## src/sv/sci_pkg.sv

```systemverilog
`timescale 1ns / 1ps

package sci_pkg;

    localparam int COMP_N      = 6;
    localparam int COMP_W      = 32;
    localparam int TIME_W      = 40;
    localparam int NUM_W       = 16;
    localparam int DIFF_W      = COMP_W + 1;
    localparam int SEL_W       = 3;
    localparam int MODE_W      = 2;
    localparam int CFG_ADDR_W  = 2;
    localparam int CFG_DATA_W  = 32;
    localparam int IN_TDATA_W  = ((COMP_N * COMP_W + TIME_W + 7) / 8) * 8;
    localparam int OUT_TDATA_W = ((COMP_N * COMP_W + TIME_W + NUM_W + 7) / 8) * 8;

    localparam logic [NUM_W-1:0] NUM_MAX = '1;

    // register indexes on the configuration port
    localparam logic [CFG_ADDR_W-1:0] REG_SELECT = 2'd0;
    localparam logic [CFG_ADDR_W-1:0] REG_LEVEL  = 2'd1;
    localparam logic [CFG_ADDR_W-1:0] REG_MODE   = 2'd2;

    // crossing direction modes
    localparam logic [MODE_W-1:0] MODE_UP     = 2'd0;
    localparam logic [MODE_W-1:0] MODE_DOWN   = 2'd1;
    localparam logic [MODE_W-1:0] MODE_EITHER = 2'd2;

    localparam logic [SEL_W-1:0] SELECT_RESET = 3'd1;

    typedef enum logic [2:0] {
        ST_IDLE,
        ST_SETUP,
        ST_DIV,
        ST_MUL,
        ST_FINISH,
        ST_HOLD
    } state_t;

    typedef struct packed {
        logic load;
        logic step;
        logic alpha_bit;
        logic finish;
    } lane_ctrl_t;

endpackage

```

## src/sv/sci_divider.sv

```systemverilog
`timescale 1ns / 1ps

module sci_divider
    import sci_pkg::*;
#(
    parameter int FRAC_BITS = 24
) (
    input  logic                 clk,
    input  logic                 rst_n,
    input  logic                 start,
    input  logic [COMP_W-1:0]    num,
    input  logic [DIFF_W-1:0]    den,
    output logic                 done,
    output logic [FRAC_BITS-1:0] quotient
);

    localparam int CNT_W = $clog2(FRAC_BITS + 1);

    logic [DIFF_W-1:0]    rem_reg, rem_next;
    logic [DIFF_W-1:0]    den_reg, den_next;
    logic [FRAC_BITS-1:0] quo_reg, quo_next;
    logic [CNT_W-1:0]     cnt_reg, cnt_next;
    logic                 done_reg, done_next;
    logic [DIFF_W:0]      shifted;
    logic [DIFF_W:0]      trial;

    // restoring division, one quotient bit per cycle
    always_comb
    begin
        shifted   = {rem_reg, 1'b0};
        trial     = shifted - {1'b0, den_reg};
        rem_next  = rem_reg;
        den_next  = den_reg;
        quo_next  = quo_reg;
        cnt_next  = cnt_reg;
        done_next = 1'b0;
        if (start)
        begin
            rem_next = DIFF_W'(num);
            den_next = den;
            quo_next = '0;
            cnt_next = CNT_W'(FRAC_BITS);
        end
        else if (cnt_reg != '0)
        begin
            if (!trial[DIFF_W])
                rem_next = trial[DIFF_W-1:0];
            else
                rem_next = shifted[DIFF_W-1:0];
            quo_next  = {quo_reg[FRAC_BITS-2:0], ~trial[DIFF_W]};
            cnt_next  = cnt_reg - 1'b1;
            done_next = (cnt_reg == CNT_W'(1));
        end
    end

    always_ff @(posedge clk or negedge rst_n)
    begin
        if (!rst_n)
        begin
            cnt_reg  <= '0;
            done_reg <= 1'b0;
        end
        else
        begin
            cnt_reg  <= cnt_next;
            done_reg <= done_next;
        end
    end

    always_ff @(posedge clk)
    begin
        rem_reg <= rem_next;
        den_reg <= den_next;
        quo_reg <= quo_next;
    end

    assign done     = done_reg;
    assign quotient = quo_reg;

endmodule

```

## config.mk

```make
export PLATFORM = sky130hd
export DESIGN_NAME = sci_divider
export DESIGN_NICKNAME = d
export VERILOG_FILES = /design/src/sv/sci_pkg.sv /design/src/sv/sci_divider.sv
export SDC_FILE = /design/constraint.sdc
export NUM_CORES = 1
export LEC_CHECK = 0
export BUFFER_PORTS_ARGS = -buffer_cell sky130_fd_sc_hd__clkbuf_2
export CAP_MARGIN = 5
export CORE_AREA = 2 2 114 116
export DETAILED_ROUTE_END_ITERATION = 16
export DIE_AREA = 0 0 116 118
export GPL_ROUTABILITY_DRIVEN = 0
export PLACE_DENSITY_LB_ADDON = 0.25
export SETUP_SLACK_MARGIN = 0.15
export SLEW_MARGIN = 20
export SYNTH_ARGS = -nofsm -noshare
export SYNTH_HDL_FRONTEND = slang
export SYNTH_SLANG_ARGS = --single-unit
```

## constraint.sdc

```tcl
create_clock -name clk -period 4.9 [get_ports clk]
set_input_delay 0.735 -clock clk [delete_from_list [all_inputs] [get_ports clk]]
set_output_delay 0.735 -clock clk [all_outputs]
set_load 0.02 [all_outputs]
```

Yosys cells after proc, flatten, opt, wreduce, memory -nomap -nowiden
Index checks and enable logic that the tools add are counted.

Multiplexer cells: 7. Reduce and logical (&&, ||, !) cells: 2. Add/subtract/negate cells: 2. Bitwise gates (word level): 1. Eq/ne operators: 1.

Operator list (number): $mux 32 (2); $sub 34x33->34 (1); $mux 33 (1); $mux 5 (2); $eq 5x1->1 const B (1); $reduce_bool 5->1 (1); $sub 5x1->5 const B (1); $mux 1 (2); $reduce_bool 2->1 (1); $not 1->1 (1).

Input port bits: 68. Word-level logic and storage cells: 19. Flip-flop bits (word level): 96.

Longest topological paths before layout
Word-level depth: 4. Depth in mapped cells: 14.

Worst setup path after synthesis
OpenSTA, ideal clock, no wires.

Kind: flip-flop to flip-flop. Start: register rem_reg[6]. End: register rem_reg[17] (data pin). Clock period less this slack: 2870 ps. Buffers on the path: 2. Setup time: 273 ps. Cell stages (with the launch flop): 13. Required time: 4627 ps. Slack: 2030 ps. Data arrival time: 2597 ps. Path through: edfxtp_1 > ha_1 > a21oi_1 > a21boi_1 > a311oi_4 > a2111oi_4 > o21ai_4 > a21oi_4 > or3_1 > buf_6 > buf_6 > nand4_1 > o311ai_1.

Cells in the longest elaborated chain, start to end: 4.

RTL lines: start, declared (line sci_divider.sv:19) `logic [DIFF_W-1:0] rem_reg, rem_next;`; start signal, assigned (line sci_divider.sv:72) `rem_reg <= rem_next;`; $sub 34x33->34 (line sci_divider.sv:31) `trial = shifted - {1'b0, den_reg};`; $mux 33 (line sci_divider.sv:46) `if (!trial[DIFF_W])`; $mux 32 (line sci_divider.sv:44) `else if (cnt_reg != '0)`; $mux 32 (line sci_divider.sv:37) `if (start)`; net rem_next[17] (line sci_divider.sv:19).

The timed path passes the listed nets, and every way through them passes these cells. The select of a mux whose other input is x is not followed. A chain may end at the register's enable or synchronous reset.

Worst setup path after layout
Start: register rem_reg[6]. End: register rem_reg[27] (data pin).

The elaborated chain is that of the path after synthesis.

==> impl_metrics.ini <==
[detailed_routing]
drt_wl_total_mm = 14.9
post_drt_wl_per_cell_um = 16.5
routed_via_density = 5.74
drt_pass1_iterations = 5
first_iter_violations = 407
drc = 0
via_count = 5176
postRouteAntennaNets = 0

[pwr]
p_switching_mw = 1.80
p_leak_nw = 2.82
power_frac_clock = 0.171
cellPowerDensity_nw_per_um2 = 604
sw_frac_of_total = 0.435
max-vdd-ir-drop_v = 0.000263
p_int_mw = 2.33
power_frac_comb = 0.538
seqPwrFrac = 0.290

[floorplan]
dieHeight_um = 118
row_count = 41
die-area_um2 = 13700
io_pins = 93
start_util = 0.486
core_um2 = 12400
fp.dieW_um = 116

[layout]
nets = 829
filler_cell_count = 1135
final_cell_mix = 91 x clkbuf_2, 89 x nand2_1, 65 x edfxtp_1
layout_commonest_cell = clkbuf_2
diodes = 0
syn_to_final_growth_pct = 13.5
drive_gt1_frac = 0.178

[placement]
place_ws_ns = 1.45
dpl.hpwl_mm = 10.3
port_buffers = 92

[yosys]
ys_seq_area_frac = 0.432
ys_ff_latch = 96
yosysUniqueCellTypes = 68
yosys_warnings = 0
syn_inst = 658
synthArstFlopShare = 0.0625
synth_flop_cell = edfxtp_1
synthesis.area_um2 = 6030
synthTopCellsByArea = edfxtp_1 32%, dfxtp_1 8.3%, ha_1 7.3%, nand2_1 5.5%, a21oi_1 4.6%
synth-edff-count = 65
synth_area_per_cell_um2 = 9.16
synth_top_area_share = 0.324
synth_nets = 762
yosys.area.top_type = edfxtp_1

[worst_setup_path]
startpoint = rem_reg[6]
required_ns = 5.01
cp-start-kind = flip-flop
critical_path_peak_fanout = 26
rr_endpoint = rem_reg[27]
r2r_cells = 10
ff2ff_setup_slack_ns = 1.38
endpoint_kind = flip-flop
reg2reg_from = rem_reg[6]
crit_type = reg2reg
arrival_ns = 3.63

[timing]
fin_crit_ns = 3.52
fin_crit_sh = 0.719
setup_viol = 0
worst_slack_ns = 1.38
rsz0062_at_grt = no
tns_ns = 0
hold_slack_ns = 0.183
finalHoldViolCount = 0
relSlewSlack = 0.384
clock_skew_ns = 0.0101
worst_pin_slew_ns = 0.924
fmax_ghz = 0.284
drv_slew = 0

[clock_tree]
cts_buffers = 9
clock_latency_ns = 0.36
root_buffer = clkbuf_16
hold_buffers = 0
cts_setup_buffers = 0
cts.clk_slew.worst_paths_ns = 0.08
cts.sinks = 96
tritoncts = done
cts_buffer_depth = 2
h-tree-depth = 3
cts_resized = 0

[hold_path]
hp-class = in2async

[job]
maxCapViolations = 0

[global_route]
gr-usage-all-layers = 0.221
grt_pass1_wl_mm = 24.2
grt_max_degree = 56
antenna_found_initial = 0
grt_overflow = 0
grt_pass1_vias = 4925

[outcome]
status = complete, no violations
[cell type report]
cell class,instances,area (µm²),area share
clock buffers,9,225,0.0329
multi-input cells,476,3060,0.447
repair buffers,96,493,0.0721
inverters,46,173,0.0252
flip-flops and latches,96,2600,0.380
clock inverters,7,72.6,0.0106
well taps,172,215,0.0315
[routing by layer]
layer	GRT usage	part of all wire
met5	0	0
met4	0.0640	0.017
met3	0.0489	0.063
met2	0.338	0.46
met1	0.314	0.46
[worst max-delay path, stage by stage, from the launching register on]
cell	delay, ns
edfxtp_1	0.41
ha_1	0.39
a21oi_1	0.18
a21boi_1	0.12
a311oi_4	0.39
a2111oi_4	0.15
o21ai_4	0.22
a21oi_4	0.11
o21ai_4	0.69
nand2_4	0.19
a311o_1	0.41
[power by group through the flow]
stage,sequential [mW],combinational (mW),clock [mW]
2_1_floorplan,1.19,1.74,0
3_5_place_dp,1.21,2.16,0
3_3_place_gp,1.20,2.12,0
6_report,1.20,2.22,0.708
5_1_grt,1.22,2.45,0.753
4_1_cts,1.20,2.17,0.724
[synthesized netlist by cell type, drive strengths merged (3+ instances only)]
cell    instances
dfxtp          25
and3            5
clkbuf         30
xor2            4
mux2i           3
a311o           5
nor2           39
nor4            8
dfrtp           6
xnor2          21
nand2b          6
nor2b          13
nand3          28
a221o           4
ha             35
a21oi          58
nand2          90
o21a           11
or3             5
buf            10
edfxtp         65
a31oi          20
nor3            8
inv            46
a211oi          3
o211ai          4
a21o            6
nand4          14
o21ai          43
and2            9
o311ai          7
a311oi          4
[kinds of logic after synthesis]
group	share of synthesized area
adder cells (fa/ha/maj)	0.0760
AND/OR/NAND/NOR	0.180
multiplexers	0.00872
buffers and inverters	0.0606
XOR/XNOR	0.0363
AO/OA/AOI/OAI	0.207
flip-flops	0.432
[how the worst max path moves through the flow]
stage          depth (start not counted)     endpoint
2_1_floorplan                         12  rem_reg[17]
3_3_place_gp                          11  rem_reg[21]
3_5_place_dp                          10  rem_reg[27]
4_1_cts                               10  rem_reg[27]
5_1_grt                               11  rem_reg[27]
6_report                              10  rem_reg[27]
[metrics by stage]
step | total power [mW] | utilization | cell area (µm²) | instances
2_1_floorplan | 2.92 | - | 6030 | 658
3_3_place_gp | 3.32 | 0.527 | 6540 | 886
3_5_place_dp | 3.37 | 0.527 | 6540 | 886
4_1_cts | 4.10 | 0.551 | 6840 | 902
5_1_grt | 4.43 | 0.551 | 6840 | 902
6_report | 4.13 | 0.551 | 6840 | 902
Power figures use the tool's default switching activity.
