[src/sv/sci_pkg.sv]
`timescale 1ns / 1ps

package sci_pkg;

    localparam int COMP_N      = 6;
    localparam int COMP_W      = 32;
    localparam int TIME_W      = 40;
    localparam int NUM_W       = 16;
    localparam int DIFF_W      = COMP_W + 1;
    localparam int SEL_W       = 3;
    localparam int MODE_W      = 2;
    localparam int CFG_ADDR_W  = 2;
    localparam int CFG_DATA_W  = 32;
    localparam int IN_TDATA_W  = ((COMP_N * COMP_W + TIME_W + 7) / 8) * 8;
    localparam int OUT_TDATA_W = ((COMP_N * COMP_W + TIME_W + NUM_W + 7) / 8) * 8;

    localparam logic [NUM_W-1:0] NUM_MAX = '1;

    // register indexes on the configuration port
    localparam logic [CFG_ADDR_W-1:0] REG_SELECT = 2'd0;
    localparam logic [CFG_ADDR_W-1:0] REG_LEVEL  = 2'd1;
    localparam logic [CFG_ADDR_W-1:0] REG_MODE   = 2'd2;

    // crossing direction modes
    localparam logic [MODE_W-1:0] MODE_UP     = 2'd0;
    localparam logic [MODE_W-1:0] MODE_DOWN   = 2'd1;
    localparam logic [MODE_W-1:0] MODE_EITHER = 2'd2;

    localparam logic [SEL_W-1:0] SELECT_RESET = 3'd1;

    typedef enum logic [2:0] {
        ST_IDLE,
        ST_SETUP,
        ST_DIV,
        ST_MUL,
        ST_FINISH,
        ST_HOLD
    } state_t;

    typedef struct packed {
        logic load;
        logic step;
        logic alpha_bit;
        logic finish;
    } lane_ctrl_t;

endpackage

[src/sv/sci_lane.sv]
`timescale 1ns / 1ps

module sci_lane
    import sci_pkg::*;
#(
    parameter int W = 32
) (
    input  logic       clk,
    input  lane_ctrl_t ctrl,
    input  logic [W:0] a,
    input  logic [W:0] b,
    output logic [W-1:0] result
);

    logic [W-1:0] a_reg, a_next;
    logic [W:0]   d_reg, d_next;
    logic [W+1:0] acc_reg, acc_next;
    logic [W-1:0] res_reg, res_next;
    logic [W+1:0] sum;

    // shift-add multiply, multiplier bits LSB first; each step halves with
    // floor, so the result is floor(alpha * d / 2^FRAC_BITS)
    always_comb
    begin
        sum      = acc_reg + (ctrl.alpha_bit ? {d_reg[W], d_reg} : '0);
        a_next   = a_reg;
        d_next   = d_reg;
        acc_next = acc_reg;
        res_next = res_reg;
        if (ctrl.load)
        begin
            a_next   = a[W-1:0];
            d_next   = b - a;
            acc_next = '0;
        end
        else if (ctrl.step)
        begin
            acc_next = {sum[W+1], sum[W+1:1]};
        end
        if (ctrl.finish)
            res_next = a_reg + acc_reg[W-1:0];
    end

    always_ff @(posedge clk)
    begin
        a_reg   <= a_next;
        d_reg   <= d_next;
        acc_reg <= acc_next;
        res_reg <= res_next;
    end

    assign result = res_reg;

endmodule

[config.mk]
export PLATFORM = sky130hd
export DESIGN_NAME = sci_lane
export DESIGN_NICKNAME = d
export VERILOG_FILES = /design/src/sv/sci_pkg.sv /design/src/sv/sci_lane.sv
export SDC_FILE = /design/constraint.sdc
export NUM_CORES = 1
export LEC_CHECK = 0
export BUFFER_PORTS_ARGS = -buffer_cell sky130_fd_sc_hd__buf_4
export CORE_AREA = 2 2 129 131
export CTS_CLUSTER_DIAMETER = 120
export DETAILED_ROUTE_END_ITERATION = 10
export DIE_AREA = 0 0 131 133
export HOLD_SLACK_MARGIN = 0.05
export PLACE_DENSITY_LB_ADDON = 0.15
export SLEW_MARGIN = 10
export SYNTH_ARGS = -nofsm -noshare
export SYNTH_HDL_FRONTEND = slang
export SYNTH_SLANG_ARGS = --single-unit
[constraint.sdc]
create_clock -name clk -period 3.2 [get_ports clk]
set_input_delay 0.16 -clock clk [delete_from_list [all_inputs] [get_ports clk]]
set_output_delay 0.16 -clock clk [all_outputs]
set_load 0.03 [all_outputs]
== Word-level counts from Yosys, hierarchy flattened ==
Cells that the tools add are included.

* Output and inout bits: 32
* Input port bits: 71
* Logic and storage cells: 8
* Flip-flop bits (word level): 130

* Mux-type cells: 1
* Add/subtract/negate cells: 3

{| class="wikitable"
|+ Operators with widths
! cell !! number
|-
| 34-bit adder || 1
|-
| 34-bit 2-to-1 mux || 1
|-
| 33-bit subtractor || 1
|-
| 32-bit adder || 1
|}

== Logic depth before layout (Yosys ltp) ==
* Depth after elaboration: 2
* Gate-level depth with buffers: 13
* Mapped depth without buffers: 12

== Least setup slack after synthesis ==
OpenSTA, ideal clock, no wires.

* Kind: flip-flop to flip-flop
* From: register d_reg[8]
* To: register acc_reg[26]
* Setup slack: 0.484 ns
* Buffers on the path: 0
* Period minus slack after synthesis: 2.716 ns
* Arrival: 2.582 ns
* Cell stages (with the launch flop): 12
* Cell sequence: edfxtp_1 > and2_1 > ha_1 > a21o_1 > a211o_1 > a2111oi_0 > o41a_1 > o21ai_1 > a311oi_1 > nor2_1 > mux2i_1 > o311ai_1

* Word-level cells in the longest chain between the ends: 2

{| class="wikitable"
|+ RTL lines
! what !! line !! source
|-
| start: declaration || sci_lane.sv:16 || <nowiki>logic [W:0] d_reg, d_next;</nowiki>
|-
| start signal: assignment || sci_lane.sv:47 || <nowiki>d_reg <= d_next;</nowiki>
|-
| 34-bit 2-to-1 mux || sci_lane.sv:25 || <nowiki>sum = acc_reg + (ctrl.alpha_bit ? {d_reg[W], d_reg} : '0);</nowiki>
|-
| 34-bit adder || sci_lane.sv:25 ||
|-
| end signal: assignment || sci_lane.sv:48 || <nowiki>acc_reg <= acc_next;</nowiki>
|-
| end: declaration || sci_lane.sv:17 || <nowiki>logic [W+1:0] acc_reg, acc_next;</nowiki>
|}

No other way between the ends.
A chain may end at the register's enable or synchronous reset.

== Worst setup path after layout ==
* From: register d_reg[2]
* To: register acc_reg[21]

Same word-level chain as after synthesis.

==> flow_metrics.env <==
export IMPL_min_path_type="primary input to register"
export IMPL_cp_max_fo=3
export IMPL_cts_htree_levels=4
export IMPL_drt_total_wl_microns=20500
export IMPL_skew_ns=0.00969
export IMPL_vias=7586
export IMPL_irDropWorstVdd_mv=0.423
export IMPL_root_buffer="clkbuf_16"
export IMPL_final_period_utilization_pct=93.2
export IMPL_start_kind="register"
export IMPL_cts_tree="built"
export IMPL_setup_violations=0
export IMPL_relSlewSlack_pct=49.0
export IMPL_arrival_ns=3.27
export IMPL_seq_area_frac_synth_pct=38.1
export IMPL_synth_fp_nets=1153
export IMPL_rows=47
export IMPL_post_route_util_pct=70.3
export IMPL_dr_wl_met2_microns=8380
export IMPL_worst_pin_slew_ns=0.765
export IMPL_avgViaCountPerCell=5.63
export IMPL_met3_length_microns=1370
export IMPL_nNetsFinal=1283
export IMPL_drtIter0Drc=535
export IMPL_status="finished, final reports clean"
export IMPL_post_route_min_period_ns=2.98
export IMPL_critPathSlowestCell="a221oi_1"
export IMPL_p_per_area_nw_per_um2=554
export IMPL_synth_compound_area_share_pct=21.4
export IMPL_start_util_pct=58.1
export IMPL_synth_avg_cell_area_sq_um=9.54
export IMPL_synthFlopType="edfxtp_1"
export IMPL_cap_violations=0
export IMPL_async_reset_ff_share_pct=0
export IMPL_io_buffers=102
export IMPL_fp_dieW_microns=131
export IMPL_synth_edf_count=97
export IMPL_yosysWarnings=0
export IMPL_gr_total_overflow=0
export IMPL_cts_clk_slew_worst_paths_ns=0.06
export IMPL_p_leak_nw=5.17
export IMPL_synth_distinct_cells=67
export IMPL_grt_pass1_wl_microns=33200
export IMPL_drt_pass1_iter_count=7
export IMPL_synth_top_family_by_area="compound AO/OA/AOI/OAI gates"
export IMPL_synth_simple_area_share_pct=13.7
export IMPL_clock_latency_ns=0.41
export IMPL_insertedDiodeCount=0
export IMPL_hold_violations=0
export IMPL_grt_start_max_net_pins=72
export IMPL_synth_xor_area_share_pct=7.37
export IMPL_timing_fmax_ghz=0.335
export IMPL_crit_path_cell_trace="and2_1 > ha_1 > nor2b_1 > o21ai_1 > a21oi_1 > a21oi_1 > a311oi_1 > a211o_1 > a221oi_1 > nor4b_1 > a211o_1"
export IMPL_setup_slack_ns=0.219
export IMPL_grt_pass1_vias=6749
export IMPL_hpwlAfterDp_microns=15400
export IMPL_syn_area_sq_um=9390
export IMPL_die_h_microns=133
export IMPL_synth_seq_cells=130
export IMPL_drive_gt1_share_pct=13.8
export IMPL_synthMuxAreaShare_pct=1.93
export IMPL_maxSlewViolCount=0
export IMPL_clk_path_buf_depth=2
export IMPL_synthToLayoutAreaGrowth_pct=21.0
export IMPL_place_gp_congestion=0.928
export IMPL_die_area_sq_um=17400
export IMPL_m1WireLength_microns=10600
export IMPL_most_common_layout_cells="buf_4 (110), edfxtp_1 (97), ha_1 (94), a21oi_1 (93), inv_1 (73)"
export IMPL_netlist_instances=984
export IMPL_core_region_area_sq_um=16200
export IMPL_slowest_delay_ns=0.44
export IMPL_layout_commonest_cell="buf_4"
export IMPL_top_layer_used="met4"
export IMPL_numCtsBuffers=17
export IMPL_ioPinCount=103
export IMPL_antenna_found_initial=0
export IMPL_rsz0062_at_grt="yes"
export IMPL_clock_sinks=130
export IMPL_whs_ns=0.180
export IMPL_drc_errors=0
export IMPL_setup_worst_path_class="register to register"
export IMPL_required_ns=3.49
export IMPL_postRouteAntennaNets=0
export IMPL_cp_end_kind="register"
export IMPL_grt_use_total_pct=24.1
export IMPL_yosys_area_share_adder_pct=13.3
export IMPL_avgRoutedWirePerCell_microns=15.2
export IMPL_post_place_ws_ns=0.146
[kinds of logic after synthesis]
family | count (synthesis)
DFF | 130
muxes | 18
AOI/OAI and AO/OA | 308
and+or+nand+nor | 246
adders and majority gates | 98
buffers and inverters | 105
xor gates and xnor gates | 79
[power by group]
group | total [mW] | switching, mW | leakage (nW) | internal, mW
clock | 2.10 | 0.722 | 0.302 | 1.38
combinational | 1.95 | 1.10 | 3.65 | 0.852
sequential | 2.25 | 0.123 | 1.22 | 2.12
[per-stage QoR]
| stage | std cells | TNS [ns] | instance area (sq um) | power (mW) |
|---|---|---|---|---|
| after floorplan | 984 | 0 | 9390 | 3.64 |
| after global placement | 1280 | 0 | 10300 | 4.13 |
| after detailed placement | 1280 | 0 | 10300 | 4.15 |
| after CTS | 1344 | 0 | 11300 | 6.28 |
| after global routing | 1347 | -0.00552 | 11400 | 6.62 |
| final | 1347 | 0 | 11400 | 6.30 |
[cell type report]
cell class	count	area [sq um]
fillers	1215	4810
flip-flops and latches	130	3570
clock buffers	18	429
multi-input cells	749	5450
inverters	74	278
clock inverters	14	213
well taps	220	275
repair buffers	142	1150
[critical path, delay by kind of cell (launching register included)]
kind / cells / cell delay [ns]
simple gates: 3 / 0.43
compound gates: 7 / 1.73
flops: 1 / 0.37
fa+ha+maj: 1 / 0.32
[layer usage]
| metal | vias up | GRT usage [%] |
|---|---|---|
| met5 | - | 0 |
| met4 | 0 | 5.32 |
| met3 | 13 | 3.28 |
| met2 | 239 | 33.6 |
| met1 | 3447 | 39.5 |
| li1 | 3887 | - |
[cell usage after synthesis, drive strengths merged, types with 5 or more instances]
library cell | count | area share [%]
a211o | 7 | 0.65
a211oi | 12 | 0.96
a21boi | 5 | 0.40
a21o | 50 | 4.0
a21oi | 93 | 5.0
a31oi | 9 | 0.60
and2 | 34 | 2.3
and3 | 9 | 0.60
buf | 5 | 0.29
clkbuf | 26 | 1.0
dfxtp | 33 | 7.0
edfxtp | 97 | 31
ha | 95 | 13
inv | 73 | 2.9
mux2i | 17 | 1.8
nand2 | 41 | 1.6
nand2b | 20 | 1.3
nand3 | 18 | 0.96
nand4 | 12 | 0.80
nor2 | 66 | 2.6
nor2b | 7 | 0.47
nor3 | 9 | 0.48
nor3b | 7 | 0.56
o211ai | 5 | 0.40
o21a | 16 | 1.3
o21ai | 47 | 2.5
o21bai | 18 | 1.4
o22ai | 8 | 0.53
xnor2 | 48 | 4.5
xor2 | 31 | 2.9
[path summary, 6_finish.rpt]
check	startpoint	to	slack, ns	cells past startpoint
setup / recovery	d_reg[2]	acc_reg[21]	0.22	11
hold / removal	a[32]	d_reg[32]	0.18	3
setup reg to reg	d_reg[2]	acc_reg[21]	0.22	11
hold reg to reg	acc_reg[23]	acc_reg[23]	0.52	2
[timing repair]
item / 4_1_cts / 5_1_grt
resized for setup: 0 / 8
endpoints found under the setup margin: 0 / 9
hold buffers: 32 / 0
hold endpoints to repair: 32 / 0
buffers inserted: 0 / 3
No activity file was read; power rests on OpenSTA's default activity.
